## src/hw/rtl/bps_pkg.sv

```systemverilog
// ============================================================================
// bps_pkg: shared types, constants and a function of the specular shader
// Holds the table geometry, the register indexes, the word types passed
// between the pipeline modules and the rounded Q1.15 multiply.
// ============================================================================
package bps_pkg;

    localparam int POW_DEPTH_LOG2  = 8;
    localparam int POW_TABLE_DEPTH = 1 << POW_DEPTH_LOG2;
    localparam int ADDR_W          = POW_DEPTH_LOG2 + 1;

    localparam logic [15:0] ONE_Q15 = 16'h8000;

    localparam int CFG_IDX_W = 3;
    localparam logic [CFG_IDX_W-1:0] CFG_SPEC_EXPONENT    = 3'd0;
    localparam logic [CFG_IDX_W-1:0] CFG_SPEC_INTENSITY   = 3'd1;
    localparam logic [CFG_IDX_W-1:0] CFG_SPEC_COLOR_RED   = 3'd2;
    localparam logic [CFG_IDX_W-1:0] CFG_SPEC_COLOR_GREEN = 3'd3;
    localparam logic [CFG_IDX_W-1:0] CFG_SPEC_COLOR_BLUE  = 3'd4;
    localparam logic [CFG_IDX_W-1:0] CFG_FRESNEL_ENABLE   = 3'd5;

    typedef logic [2:0][15:0] t_vec3;
    typedef logic [2:0][15:0] t_rgb;

    typedef struct packed {
        logic en;
        logic valid;
    } t_flow;

    typedef struct packed {
        logic [15:0] exponent;
        logic [15:0] intensity;
        t_rgb        color;
        logic        fresnel;
    } t_cfg;

    typedef struct packed {
        logic spec_valid;
        t_rgb color;
    } t_res;

    function automatic logic [15:0] mulq15(input logic [15:0] a, input logic [15:0] b);
        logic [31:0] p;
        p = {16'd0, a} * {16'd0, b} + 32'd16384;
        return p[30:15];
    endfunction

endpackage

```

## src/hw/rtl/bps_vec.sv

```systemverilog
// ============================================================================
// bps_vec: half vector products
// Forms H = L + V, the dot product H.N and the squared length H.H, and
// takes the magnitude of the dot product, over four register stages.
// ============================================================================
module bps_vec (
    input  logic           i_clk,
    input  logic           i_rst_n,
    input  bps_pkg::t_flow i_flow,
    input  bps_pkg::t_vec3 i_normal,
    input  bps_pkg::t_vec3 i_light,
    input  bps_pkg::t_vec3 i_view,
    input  bps_pkg::t_rgb  i_color,
    output logic           o_valid,
    output logic [32:0]    o_adot,
    output logic [33:0]    o_len2,
    output bps_pkg::t_rgb  o_color
);

    logic [3:0]          r_v;
    logic signed [16:0]  r_h [3];
    logic signed [15:0]  r_n [3];
    logic signed [32:0]  r_hn [3];
    logic [32:0]         r_hh [3];
    logic signed [34:0]  r_dot;
    logic [33:0]         r_len2;
    logic [32:0]         r_adot;
    logic [33:0]         r_len2_o;
    bps_pkg::t_rgb       r_c1, r_c2, r_c3, r_c4;

    always_ff @(posedge i_clk) begin
        if (!i_rst_n) begin
            r_v <= '0;
        end else if (i_flow.en) begin
            r_v <= {r_v[2:0], i_flow.valid};
        end
    end

    always_ff @(posedge i_clk) begin
        if (i_flow.en) begin
            for (int k = 0; k < 3; k++) begin
                r_h[k]  <= $signed({i_light[k][15], i_light[k]})
                         + $signed({i_view[k][15], i_view[k]});
                r_n[k]  <= $signed(i_normal[k]);
                r_hn[k] <= r_h[k] * r_n[k];
                r_hh[k] <= r_h[k] * r_h[k];
            end
            r_dot    <= r_hn[0] + r_hn[1] + r_hn[2];
            r_len2   <= 34'(r_hh[0]) + 34'(r_hh[1]) + 34'(r_hh[2]);
            r_adot   <= r_dot[34] ? 33'(-r_dot) : r_dot[32:0];
            r_len2_o <= r_len2;
            r_c1     <= i_color;
            r_c2     <= r_c1;
            r_c3     <= r_c2;
            r_c4     <= r_c3;
        end
    end

    assign o_valid = r_v[3];
    assign o_adot  = r_adot;
    assign o_len2  = r_len2_o;
    assign o_color = r_c4;

endmodule

```

## config.mk

```make
export PLATFORM = sky130hd
export DESIGN_NAME = bps_vec
export DESIGN_NICKNAME = d
export VERILOG_FILES = /design/src/hw/rtl/bps_pkg.sv /design/src/hw/rtl/bps_vec.sv
export SDC_FILE = /design/constraint.sdc
export NUM_CORES = 2
export LEC_CHECK = 0
export BUFFER_PORTS_ARGS = -buffer_cell sky130_fd_sc_hd__buf_4
export CAP_MARGIN = 20
export CORE_MARGIN = 4
export CORE_UTILIZATION = 50
export DETAILED_ROUTE_END_ITERATION = 10
export HOLD_SLACK_MARGIN = 0.05
export MAX_ROUTING_LAYER = met4
export PLACE_DENSITY = 0.67
export SYNTH_ARGS = -nofsm -noshare
export SYNTH_HDL_FRONTEND = slang
export SYNTH_SLANG_ARGS = --single-unit
```

## constraint.sdc

```tcl
create_clock -name i_clk -period 16.36 [get_ports i_clk]
set_input_delay 0.818 -clock i_clk [delete_from_list [all_inputs] [get_ports i_clk]]
set_output_delay 0.818 -clock i_clk [all_outputs]
set_load 0.01 [all_outputs]
```

==> summary.txt <==
Place
  • Port Buffers: 311
  • Placer Congestion: 0.9131
  • Detail Placement HPWL: 159,400 um

Logic synthesis
  • Share of Yosys cell area claimed by the top area cell type: 0.3912
  • Async set or reset register ratio after synthesis: 0
  • Synthesized area: 86,060 um2
  • EDFF count, synth: 621
  • Seq cells post-synth: 625
  • Synth Area per Inst: 10.51 um2
  • Area leader, netlist: fa_1
  • Ys Warns: 0
  • Sequential share of the synthesized area: 0.2176
  • Top FF cell, synth: edfxtp_1
  • Synth top area cells: fa_1 (39%), edfxtp_1 (22%), ha_1 (9.1%)
  • Syn Inst Count: 8,192
  • Yosys cell types: 91

Detailed routing
  • # DRC: 0
  • Vias per cell: 5.174
  • Final wirelength: 199,200 um
  • Post-DR wirelength/cell: 18.50 um
  • Remaining antenna violation count: 0
  • Via Count: 55,700
  • Drt pass-1 iters: 6
  • DRT iter0 DRCs: 3,375

Worst setup path
  • Setup crit start: r_h[0][48]
  • RR Endpoint: r_hh[0][97]
  • CP Cell Sequence: buf_4, clkinv_1, nor2_1, ha_1, xor2_1, fa_1, fa_1, inv_1, fa_1, fa_1, inv_1, fa_1, inv_1, ha_1, nand4_1, nor2_1, o211ai_1, a31oi_1, o31ai_2, o31ai_1, or2_1, a211oi_1, or3_1
  • Critical path depth: 23
  • FF-to-FF Start: r_h[0][48]
  • CP Buf/Inv Count: 5
  • WP data arrival: 7.80 ns
  • Crit end category: flop
  • Crit Path Class: flop to flop
  • CP max stage delay: 0.53 ns
  • Worst reg-to-reg setup slack: 9.00 ns
  • Delay-heaviest family, CP: adder cells
  • CP Max Fanout: 27
  • Worst EP required: 16.80 ns
  • Kind of start point of the critical path: flop
  • CP most frequent cell: fa_1
  • Worst setup endpoint: r_hh[0][97]
  • Slowest-stage cell, CP: fa_1
  • Worst R2R Path Depth: 23

STA
  • Final Slew Violations: 0
  • RSZ-0062 raised after global routing: no
  • Achievable Freq: 136.0 MHz
  • Slew HR: 0.2794
  • Slew @ Worst Pin: 1.081 ns
  • Post-layout minimum cycle time: 7.355 ns
  • Final Skew: 0.06235 ns
  • Final Cycle Share: 0.4496
  • Fin. Hold Viols: 0
  • Number of setup violations in the final report: 0
  • Setup_tns: 0 ns

Final layout
  • Layout filler cell count: 14,839
  • Layout cells sized above 1: 0.06422
  • Commonest non-fill, non-tap cell in the layout: inv_1
  • Fin nets: 10,904
  • Area Growth Syn to Fin: 8.386%
  • Most frequent cells in the layout: inv_1 (2,039), fa_1 (1,682), nand2_1 (732), ha_1 (629), edfxtp_1 (621)

GRT
  • Initial antenna violation count: 4
  • Grt ovf: 0
  • Largest net degree at the start of global routing: 215
  • Total Routing Usage GR: 0.2398
  • Vias in the first global route: 61,540
  • First-pass GRT wire length: 329,000 um

Clock network
  • Clock H-tree levels: 3
  • CTS max path bufs: 3
  • Total clock buffers created by CTS: 75
  • Clk root buf: clkbuf_16
  • Worst-path clk slew: 0.07 ns
  • Worst-Skew Late Latency: 0.73 ns
  • Sink Count: 625
  • # Post-CTS Setup Buffers: 0
  • Hold buffers post-CTS: 0
  • CTS resizes: 0
  • CTS tree: built

Floorplanning
  • Number of I/O pins: 312
  • Initial Util: 0.5023
  • Total die area: 178,800 um2
  • Row cnt: 152
  • Die Span Y: 422.9 um
  • Die width: 422.9 um
  • Core area: 171,400 um2

Hold path
  • Min-delay worst type: primary input to flop

Outcome
  • Status: finished, final reports clean

Flow run
  • Max Cap Violations: 0
-- worst register-to-register path, delay by kind of cell (launching register included) --
| kind | cells | cell delay (ns) |
|---|---|---|
| AOI/OAI and AO/OA | 5 | 1.24 |
| xor gates and xnor gates | 1 | 0.19 |
| adders and majority gates | 7 | 3.14 |
| buffers and inverters | 5 | 0.99 |
| DFF | 1 | 0.32 |
| and+or+nand+nor | 5 | 1.21 |
-- how the worst min path moves through the flow --
stage                             from  cells past startpoint          end  slack (ns)
after floorplan                r_c3[0]                      0   o_color[0]        0.40
after global placement        r_c2[10]                      0     r_c3[10]        0.40
after detailed placement      r_c3[43]                      0  o_color[43]        0.40
after CTS                 i_normal[16]                      1   r_n[0][16]        0.20
after global routing      i_normal[16]                      1   r_n[0][16]        0.21
final                     i_normal[16]                      1   r_n[0][16]        0.27
-- sequential cells by signal (all words and copies together) (netlist names) --
name	cells
o_adot	33
o_color	48
o_len2	34
r_c1	48
r_c2	48
r_c3	48
r_dot	34
r_h	51
r_hh	96
r_hn	99
r_len2	34
r_n	48
r_v	4
-- metal layers --
layer,vias to the layer above,track usage,share of wire
met4,0,0.1075,0.055
met5,-,-,0
met1,28456,0.3041,0.41
met3,379,0.03066,0.049
li1,25426,-,-
met2,1439,0.3883,0.48
-- per-stage QoR --
stage | cells | hold slack, ns | util | area [um2] | worst slack, ns
global placement | 10630 | 0.4004 | 0.5302 | 90850 | 9.081
CTS | 10765 | 0.1963 | 0.5444 | 93280 | 9.026
detailed placement | 10630 | 0.4045 | 0.5302 | 90850 | 9.057
finish | 10766 | 0.2655 | 0.5444 | 93280 | 9.005
global route | 10766 | 0.2109 | 0.5444 | 93280 | 8.510
floorplan | 8194 | 0.4003 | - | 86070 | 9.755
-- final cells by class --
class | count | area, um2 | share of cell area
repair buffers | 370 | 2810 | 0.03013
inverters | 2040 | 7657 | 0.08209
clock inverters | 48 | 503.0 | 0.005392
flip-flops and latches | 625 | 18730 | 0.2008
multi-input cells | 5285 | 58770 | 0.6300
well taps | 2310 | 2890 | 0.03098
clock buffers | 87 | 1922 | 0.02060
diodes | 1 | 2.502 | 0.00002683
-- Yosys cell counts, drive strengths merged, types with 6 or more instances --
cell / count
nand2b: 42
clkbuf: 240
nor3: 58
or4: 7
xnor2: 276
mux2i: 7
o211ai: 9
a21o: 104
mux2: 6
a211oi: 37
a41oi: 6
a211o: 10
nand4: 19
inv: 2039
a31o: 11
fa: 1682
nor2: 263
and2: 546
o21ai: 146
o311ai: 8
and3: 27
nand2: 733
nand3: 45
xor2: 78
o41ai: 6
o22ai: 6
a21boi: 14
edfxtp: 621
a21oi: 209
o31ai: 25
a2111oi: 10
ha: 629
or3: 29
nor2b: 60
a31oi: 23
or2: 22
o21bai: 24
o21a: 27
nor4: 11
nand3b: 8
-- kinds of logic (layout without fill, tap and decap cells) --
kind of cell | Yosys count | in the layout | share of synthesized area
fa+ha+maj | 2311 | 2311 | 0.4827
buf+inv | 2284 | 2545 | 0.09964
simple gates | 1884 | 1884 | 0.1072
compound gates | 720 | 720 | 0.05519
flops | 625 | 625 | 0.2176
xor+xnor | 354 | 354 | 0.03603
mux | 13 | 13 | 0.001599
other cells | 1 | 4 | 0.00004357
Power is not shown: default switching activity piles up to over one toggle a cycle in this logic, so the estimate is an artifact.
