File: src/hw/rtl/bps_pkg.sv
// ============================================================================
// bps_pkg: shared types, constants and a function of the specular shader
// Holds the table geometry, the register indexes, the word types passed
// between the pipeline modules and the rounded Q1.15 multiply.
// ============================================================================
package bps_pkg;

    localparam int POW_DEPTH_LOG2  = 8;
    localparam int POW_TABLE_DEPTH = 1 << POW_DEPTH_LOG2;
    localparam int ADDR_W          = POW_DEPTH_LOG2 + 1;

    localparam logic [15:0] ONE_Q15 = 16'h8000;

    localparam int CFG_IDX_W = 3;
    localparam logic [CFG_IDX_W-1:0] CFG_SPEC_EXPONENT    = 3'd0;
    localparam logic [CFG_IDX_W-1:0] CFG_SPEC_INTENSITY   = 3'd1;
    localparam logic [CFG_IDX_W-1:0] CFG_SPEC_COLOR_RED   = 3'd2;
    localparam logic [CFG_IDX_W-1:0] CFG_SPEC_COLOR_GREEN = 3'd3;
    localparam logic [CFG_IDX_W-1:0] CFG_SPEC_COLOR_BLUE  = 3'd4;
    localparam logic [CFG_IDX_W-1:0] CFG_FRESNEL_ENABLE   = 3'd5;

    typedef logic [2:0][15:0] t_vec3;
    typedef logic [2:0][15:0] t_rgb;

    typedef struct packed {
        logic en;
        logic valid;
    } t_flow;

    typedef struct packed {
        logic [15:0] exponent;
        logic [15:0] intensity;
        t_rgb        color;
        logic        fresnel;
    } t_cfg;

    typedef struct packed {
        logic spec_valid;
        t_rgb color;
    } t_res;

    function automatic logic [15:0] mulq15(input logic [15:0] a, input logic [15:0] b);
        logic [31:0] p;
        p = {16'd0, a} * {16'd0, b} + 32'd16384;
        return p[30:15];
    endfunction

endpackage

File: src/hw/rtl/bps_norm.sv
// ============================================================================
// bps_norm: cosine of the half angle
// Takes the square root of H.H one result bit per stage, then divides
// 2*|H.N| by it one quotient bit per stage, clamps the result to one, and gives zero when H.H is zero.
// ============================================================================
module bps_norm (
    input  logic           i_clk,
    input  logic           i_rst_n,
    input  bps_pkg::t_flow i_flow,
    input  logic [32:0]    i_adot,
    input  logic [33:0]    i_len2,
    input  bps_pkg::t_rgb  i_color,
    output logic           o_valid,
    output logic [15:0]    o_u,
    output bps_pkg::t_rgb  o_color
);

    localparam int NSQ = 17;
    localparam int NDV = 17;

    typedef struct packed {
        logic [33:0] n;
        logic [34:0] r;
    } t_sq;

    typedef struct packed {
        logic [16:0] rem;
        logic [16:0] low;
        logic [16:0] q;
    } t_dv;

    function automatic t_sq sq_step(input t_sq x, input int s);
        t_sq         y;
        logic [34:0] b;
        logic [34:0] t;
        b = 35'd1 << (32 - 2 * s);
        t = x.r + b;
        if ({1'b0, x.n} >= t) begin
            y.n = x.n - t[33:0];
            y.r = (x.r >> 1) + b;
        end else begin
            y.n = x.n;
            y.r = x.r >> 1;
        end
        return y;
    endfunction

    function automatic t_dv dv_step(input t_dv x, input logic [16:0] h);
        t_dv         y;
        logic [17:0] t;
        t = {x.rem, x.low[16]};
        if (t >= {1'b0, h}) begin
            y.rem = 17'(t - {1'b0, h});
            y.q   = {x.q[15:0], 1'b1};
        end else begin
            y.rem = t[16:0];
            y.q   = {x.q[15:0], 1'b0};
        end
        y.low = {x.low[15:0], 1'b0};
        return y;
    endfunction

    logic [NSQ-1:0] r_sv;
    t_sq            r_sq [NSQ];
    logic [32:0]    r_sa [NSQ];
    bps_pkg::t_rgb  r_sc [NSQ];
    t_sq            n_sq [NSQ];

    logic           r_d_v;
    t_dv            r_d;
    logic [16:0]    r_d_h;
    logic           r_d_big;
    logic           r_d_zero;
    bps_pkg::t_rgb  r_d_c;

    logic [NDV-1:0] r_qv;
    t_dv            r_q [NDV];
    logic [16:0]    r_qh [NDV];
    logic           r_qb [NDV];
    logic           r_qz [NDV];
    bps_pkg::t_rgb  r_qc [NDV];
    t_dv            n_q [NDV];

    logic           r_uv;
    logic [15:0]    r_u;
    bps_pkg::t_rgb  r_uc;

    logic [16:0]    hlen;
    logic [33:0]    num;

    assign hlen = r_sq[NSQ-1].r[16:0];
    assign num  = {r_sa[NSQ-1], 1'b0};

    always_comb begin
        n_sq[0] = sq_step('{n: i_len2, r: 35'd0}, 0);
        for (int s = 1; s < NSQ; s++) begin
            n_sq[s] = sq_step(r_sq[s-1], s);
        end
        n_q[0] = dv_step(r_d, r_d_h);
        for (int s = 1; s < NDV; s++) begin
            n_q[s] = dv_step(r_q[s-1], r_qh[s-1]);
        end
    end

    always_ff @(posedge i_clk) begin
        if (!i_rst_n) begin
            r_sv  <= '0;
            r_d_v <= 1'b0;
            r_qv  <= '0;
            r_uv  <= 1'b0;
        end else if (i_flow.en) begin
            r_sv  <= {r_sv[NSQ-2:0], i_flow.valid};
            r_d_v <= r_sv[NSQ-1];
            r_qv  <= {r_qv[NDV-2:0], r_d_v};
            r_uv  <= r_qv[NDV-1];
        end
    end

    always_ff @(posedge i_clk) begin
        if (i_flow.en) begin
            r_sq[0] <= n_sq[0];
            r_sa[0] <= i_adot;
            r_sc[0] <= i_color;
            for (int s = 1; s < NSQ; s++) begin
                r_sq[s] <= n_sq[s];
                r_sa[s] <= r_sa[s-1];
                r_sc[s] <= r_sc[s-1];
            end

            r_d.rem  <= num[33:17];
            r_d.low  <= num[16:0];
            r_d.q    <= '0;
            r_d_h    <= hlen;
            r_d_big  <= num[33:17] >= hlen;
            r_d_zero <= hlen == 17'd0;
            r_d_c    <= r_sc[NSQ-1];

            r_q[0]  <= n_q[0];
            r_qh[0] <= r_d_h;
            r_qb[0] <= r_d_big;
            r_qz[0] <= r_d_zero;
            r_qc[0] <= r_d_c;
            for (int s = 1; s < NDV; s++) begin
                r_q[s]  <= n_q[s];
                r_qh[s] <= r_qh[s-1];
                r_qb[s] <= r_qb[s-1];
                r_qz[s] <= r_qz[s-1];
                r_qc[s] <= r_qc[s-1];
            end

            if (r_qz[NDV-1]) begin
                r_u <= 16'd0;
            end else if (r_qb[NDV-1] || r_q[NDV-1].q > 17'(bps_pkg::ONE_Q15)) begin
                r_u <= bps_pkg::ONE_Q15;
            end else begin
                r_u <= r_q[NDV-1].q[15:0];
            end
            r_uc <= r_qc[NDV-1];
        end
    end

    assign o_valid = r_uv;
    assign o_u     = r_u;
    assign o_color = r_uc;

endmodule

File: config.mk
export PLATFORM = sky130hd
export DESIGN_NAME = bps_norm
export DESIGN_NICKNAME = d
export VERILOG_FILES = /design/src/hw/rtl/bps_pkg.sv /design/src/hw/rtl/bps_norm.sv
export SDC_FILE = /design/constraint.sdc
export NUM_CORES = 2
export LEC_CHECK = 0
export BUFFER_PORTS_ARGS = -buffer_cell sky130_fd_sc_hd__buf_2
export CAP_MARGIN = 20
export CORE_ASPECT_RATIO = 1.2
export CORE_MARGIN = 3
export CORE_UTILIZATION = 60
export DETAILED_ROUTE_END_ITERATION = 8
export PLACE_DENSITY_LB_ADDON = 0.25
export SYNTH_ARGS = -nofsm -noshare
export SYNTH_HDL_FRONTEND = slang
export SYNTH_MEMORY_MAX_BITS = 65536
export SYNTH_SLANG_ARGS = --single-unit
File: constraint.sdc
create_clock -name i_clk -period 5.5 [get_ports i_clk]
set_input_delay 0.275 -clock i_clk [delete_from_list [all_inputs] [get_ports i_clk]]
set_output_delay 0.275 -clock i_clk [all_outputs]
set_load 0.01 [all_outputs]
==> results.cfg <==
[timing]
fin_crit_sh_pct = 70.9
fin_hold_ws_ns = 0.116
drv_slew = 0
rsz0062_at_grt = false
worst_pin_slew_ns = 1.06
hold_viol = 0
max_slew_margin_pct = 29.1
clock.fmax_ghz = 0.256
fin_skew_ns = 0.0734
fin_ws_ns = 1.60
tns_ns = 0
period_minus_slack_ns = 3.90
finalSetupViolations = 0

[setup_path]
start_kind = flop
arrival_ns = 4.48
crit_path_end_kind = flop
crit_chain = inv_1 -> ha_1 -> nor2b_1 -> o31a_1 -> o31a_1 -> or4b_1 -> a31o_1 -> a21oi_2 -> o21a_1 -> mux2_2
critical_path_class = reg -> reg
critPathSlowestCell = o21a_1
crit_path_frequent_cell = o31a_1
critPathMaxStageDelay_ns = 0.76
crit_required_ns = 6.09
worstPathMaxFanout = 18

[routing]
first_pass_iters = 5
vias = 69443
drtIter0Drc = 4940
wire_per_inst_um = 20.7
drc_errors = 0
drtAntennaViolNets = 0
via_per_inst = 5.58
wl_um = 257000

[clock_network]
clockRootBuffer = clkbuf_16
insertion_delay_ns = 0.90
cts.sinks = 3941
cts_max_level = 5
clkSlewWorstSetupHoldPaths_ns = 0.07
clk_path_buf_depth = 4
cts_tree = yes
cts.repair.resized = 0
numCtsBuffers = 373

[place]
hpwl_um = 164000
portBuffers = 183
place_ws_ns = 1.64
gp_congestion = 0.912
dpl.cell_count = 11659

[floorplan]
die_y_um = 549
die_area_sq_um = 252000
die_w_um = 459
core_area_sq_um = 244000
io_pins = 184
row_count = 198
start_util_pct = 60.6

[yosys]
synthTopCellsByArea = edfxtp_1, ha_1, mux2_2
ys_types = 86
synth-edff-count = 3905
synthFlopType = edfxtp_1
ys_seq_area_share_pct = 79.9
muxShareOfSynthArea_pct = 2.03
ys_ff_latch = 3941
synthCells = 8282
synth-simple-area-share_pct = 4.68
syn_avg_cell_area_sq_um = 17.8
syn_nets = 8888
syn_area_sq_um = 148000
synth_top_cell_by_area = edfxtp_1
synthAdderAreaFrac_pct = 4.21
synth_xor_xnor_area_share_pct = 2.38
synth_top_family_by_area = compound AO/OA/AOI/OAI gates
synth_compound_area_share_pct = 5.04
ys.warnings.count = 0
async_flop_share_pct = 0
synth_top_area_share_pct = 79.4

[grt]
grt_max_degree = 191
antenna_found_initial = 6
track_usage_pct = 20.4
overflow = 0
grt_pass1_wl_um = 399000
grt_pass1_vias = 71614

[job]
drv_cap = 0

[outcome]
outcome = complete, no violations

[pwr]
pwr_density_cell_nw_per_um2 = 459
p_leak_nw = 60.6
max-vdd-ir-drop_v = 0.000353

[cells_and_area]
fin_nets = 9562
stdcell_count = 12452
area_delta_synth_final_pct = 12.8
drive_gt1_share_pct = 11.4

[hold_path]
hold_class = in -> reg
==> layout make-up <==
type	instances	area [sq um]
Antenna cell	3	7.51
Clock inverter	218	2320
Sequential cell	3941	118000
Timing Repair Buffer	385	3030
Fill cell	15448	77000
Inverter	584	2190
Tap cell	3200	4000
Clock buffer	450	9860
Multi-Input combinational cell	3671	27200
==> layer usage <==
metal | GRT usage (%) | wire (um) | vias up
met1 | 24.2 | 98700 | 34244
met4 | 8.99 | 11800 | 0
li1 | - | - | 33134
met2 | 36.8 | 136000 | 1496
met3 | 3.36 | 11100 | 569
met5 | 0 | 0 | -
==> cells in the final DEF (no fill, tap or decap), types with 22 or more instances in the layout <==
| cell type | netlist | final |
|---|---|---|
| nor3_1 | 109 | 109 |
| o21a_1 | 94 | 94 |
| o21ai_0 | 288 | 288 |
| clkinv_1 | 0 | 78 |
| buf_2 | 16 | 183 |
| nand3_1 | 61 | 61 |
| ha_1 | 471 | 471 |
| buf_4 | 7 | 57 |
| a21boi_0 | 28 | 28 |
| a31oi_1 | 28 | 28 |
| a21oi_1 | 314 | 313 |
| nand2_1 | 306 | 306 |
| mux2_2 | 197 | 197 |
| o31ai_1 | 48 | 48 |
| xor2_1 | 163 | 163 |
| or2_2 | 26 | 26 |
| clkbuf_1 | 53 | 66 |
| nor2b_1 | 103 | 103 |
| a211oi_1 | 39 | 39 |
| bufinv_16 | 0 | 44 |
| and2_1 | 30 | 30 |
| dfxtp_1 | 36 | 36 |
| nor4_1 | 92 | 92 |
| dlygate4sd3_1 | 0 | 120 |
| edfxtp_1 | 3905 | 3905 |
| nand2b_1 | 67 | 67 |
| a21o_1 | 113 | 113 |
| inv_1 | 583 | 583 |
| buf_12 | 0 | 23 |
| nor2_1 | 307 | 307 |
| mux2i_1 | 74 | 74 |
| xnor2_1 | 239 | 239 |
| or3_1 | 36 | 36 |
| nand4_1 | 80 | 80 |
| and3_1 | 26 | 26 |
| or4_1 | 22 | 22 |
| clkbuf_16 | 0 | 384 |
| clkinv_2 | 0 | 57 |
==> registers in the layout, indices dropped and copies added, names as in the netlist, 15 cells and up <==
register,count
n_q,15
o_color,48
o_u,16
r_d,18
r_d_c,48
r_d_h,17
r_q,545
r_qb,17
r_qc,816
r_qh,272
r_qv,17
r_qz,17
r_sa,561
r_sc,816
r_sq,697
r_sv,17
==> kinds of logic (layout without fill, tap and decap cells) <==
group / count (synthesis) / count (layout)
xor gates and xnor gates: 402 / 402
adders and majority gates: 487 / 487
buffers and inverters: 670 / 1637
DFF: 3941 / 3941
other: 0 / 3
AOI/OAI and AO/OA: 1162 / 1162
and+or+nand+nor: 1345 / 1345
muxes: 275 / 275
==> cells in the mapped netlist, drive strengths merged, types with 33 or more instances <==
master,instances
nor4,94
nand2,306
a21oi,316
nand3,61
nand2b,67
o31ai,48
clkbuf,53
buf,33
nand4,80
dfxtp,36
mux2i,74
nor2b,103
edfxtp,3905
ha,471
xor2,163
or3,36
nor3,112
a211oi,39
mux2,201
o21ai,294
inv,584
nor2,308
a21o,113
o21a,94
xnor2,239
==> timing repair <==
action,4_1_cts,5_1_grt
setup buffers,0,0
hold buffers,120,0
hold endpoints to repair,178,0
==> critical path, delay by kind of cell, from the launching register on <==
family | cells | cell delay, ns
flops | 1 | 0.38
buf+inv | 1 | 0.06
compound gates | 5 | 1.76
fa+ha+maj | 1 | 0.36
mux | 1 | 0.43
simple gates | 2 | 0.64
==> report_power, final <==
group / total, mW / internal, mW / switching [mW]
logic: 12.3 / 5.46 / 6.85
registers: 38.6 / 36.9 / 1.72
clock network: 25.4 / 14.8 / 10.6
total: 76.4 / 57.2 / 19.2
==> final timing paths <==
kind / from / endpoint / slack [ns] / depth (start not counted)
worst min-delay path: i_color[5] / r_sc[0][5] / 0.12 / 2
worst min register to register: r_qc[3][0] / r_qc[4][0] / 0.37 / 0
worst max-delay path: r_qh[0][2] / r_q[0][97] / 1.60 / 10
worst max register to register: r_qh[0][2] / r_q[0][97] / 1.60 / 10
==> metrics by stage <==
step / utilization, % / power (mW) / instance area, sq um
5_1_grt: 68.4 / 79.8 / 167000
4_1_cts: 68.4 / 77.2 / 167000
6_report: 68.4 / 76.4 / 167000
3_5_place_dp: 62.9 / 51.3 / 153000
3_3_place_gp: 62.9 / 51.0 / 153000
2_1_floorplan: - / 47.3 / 148000
Note: power is estimated with default switching activity, not from simulation.
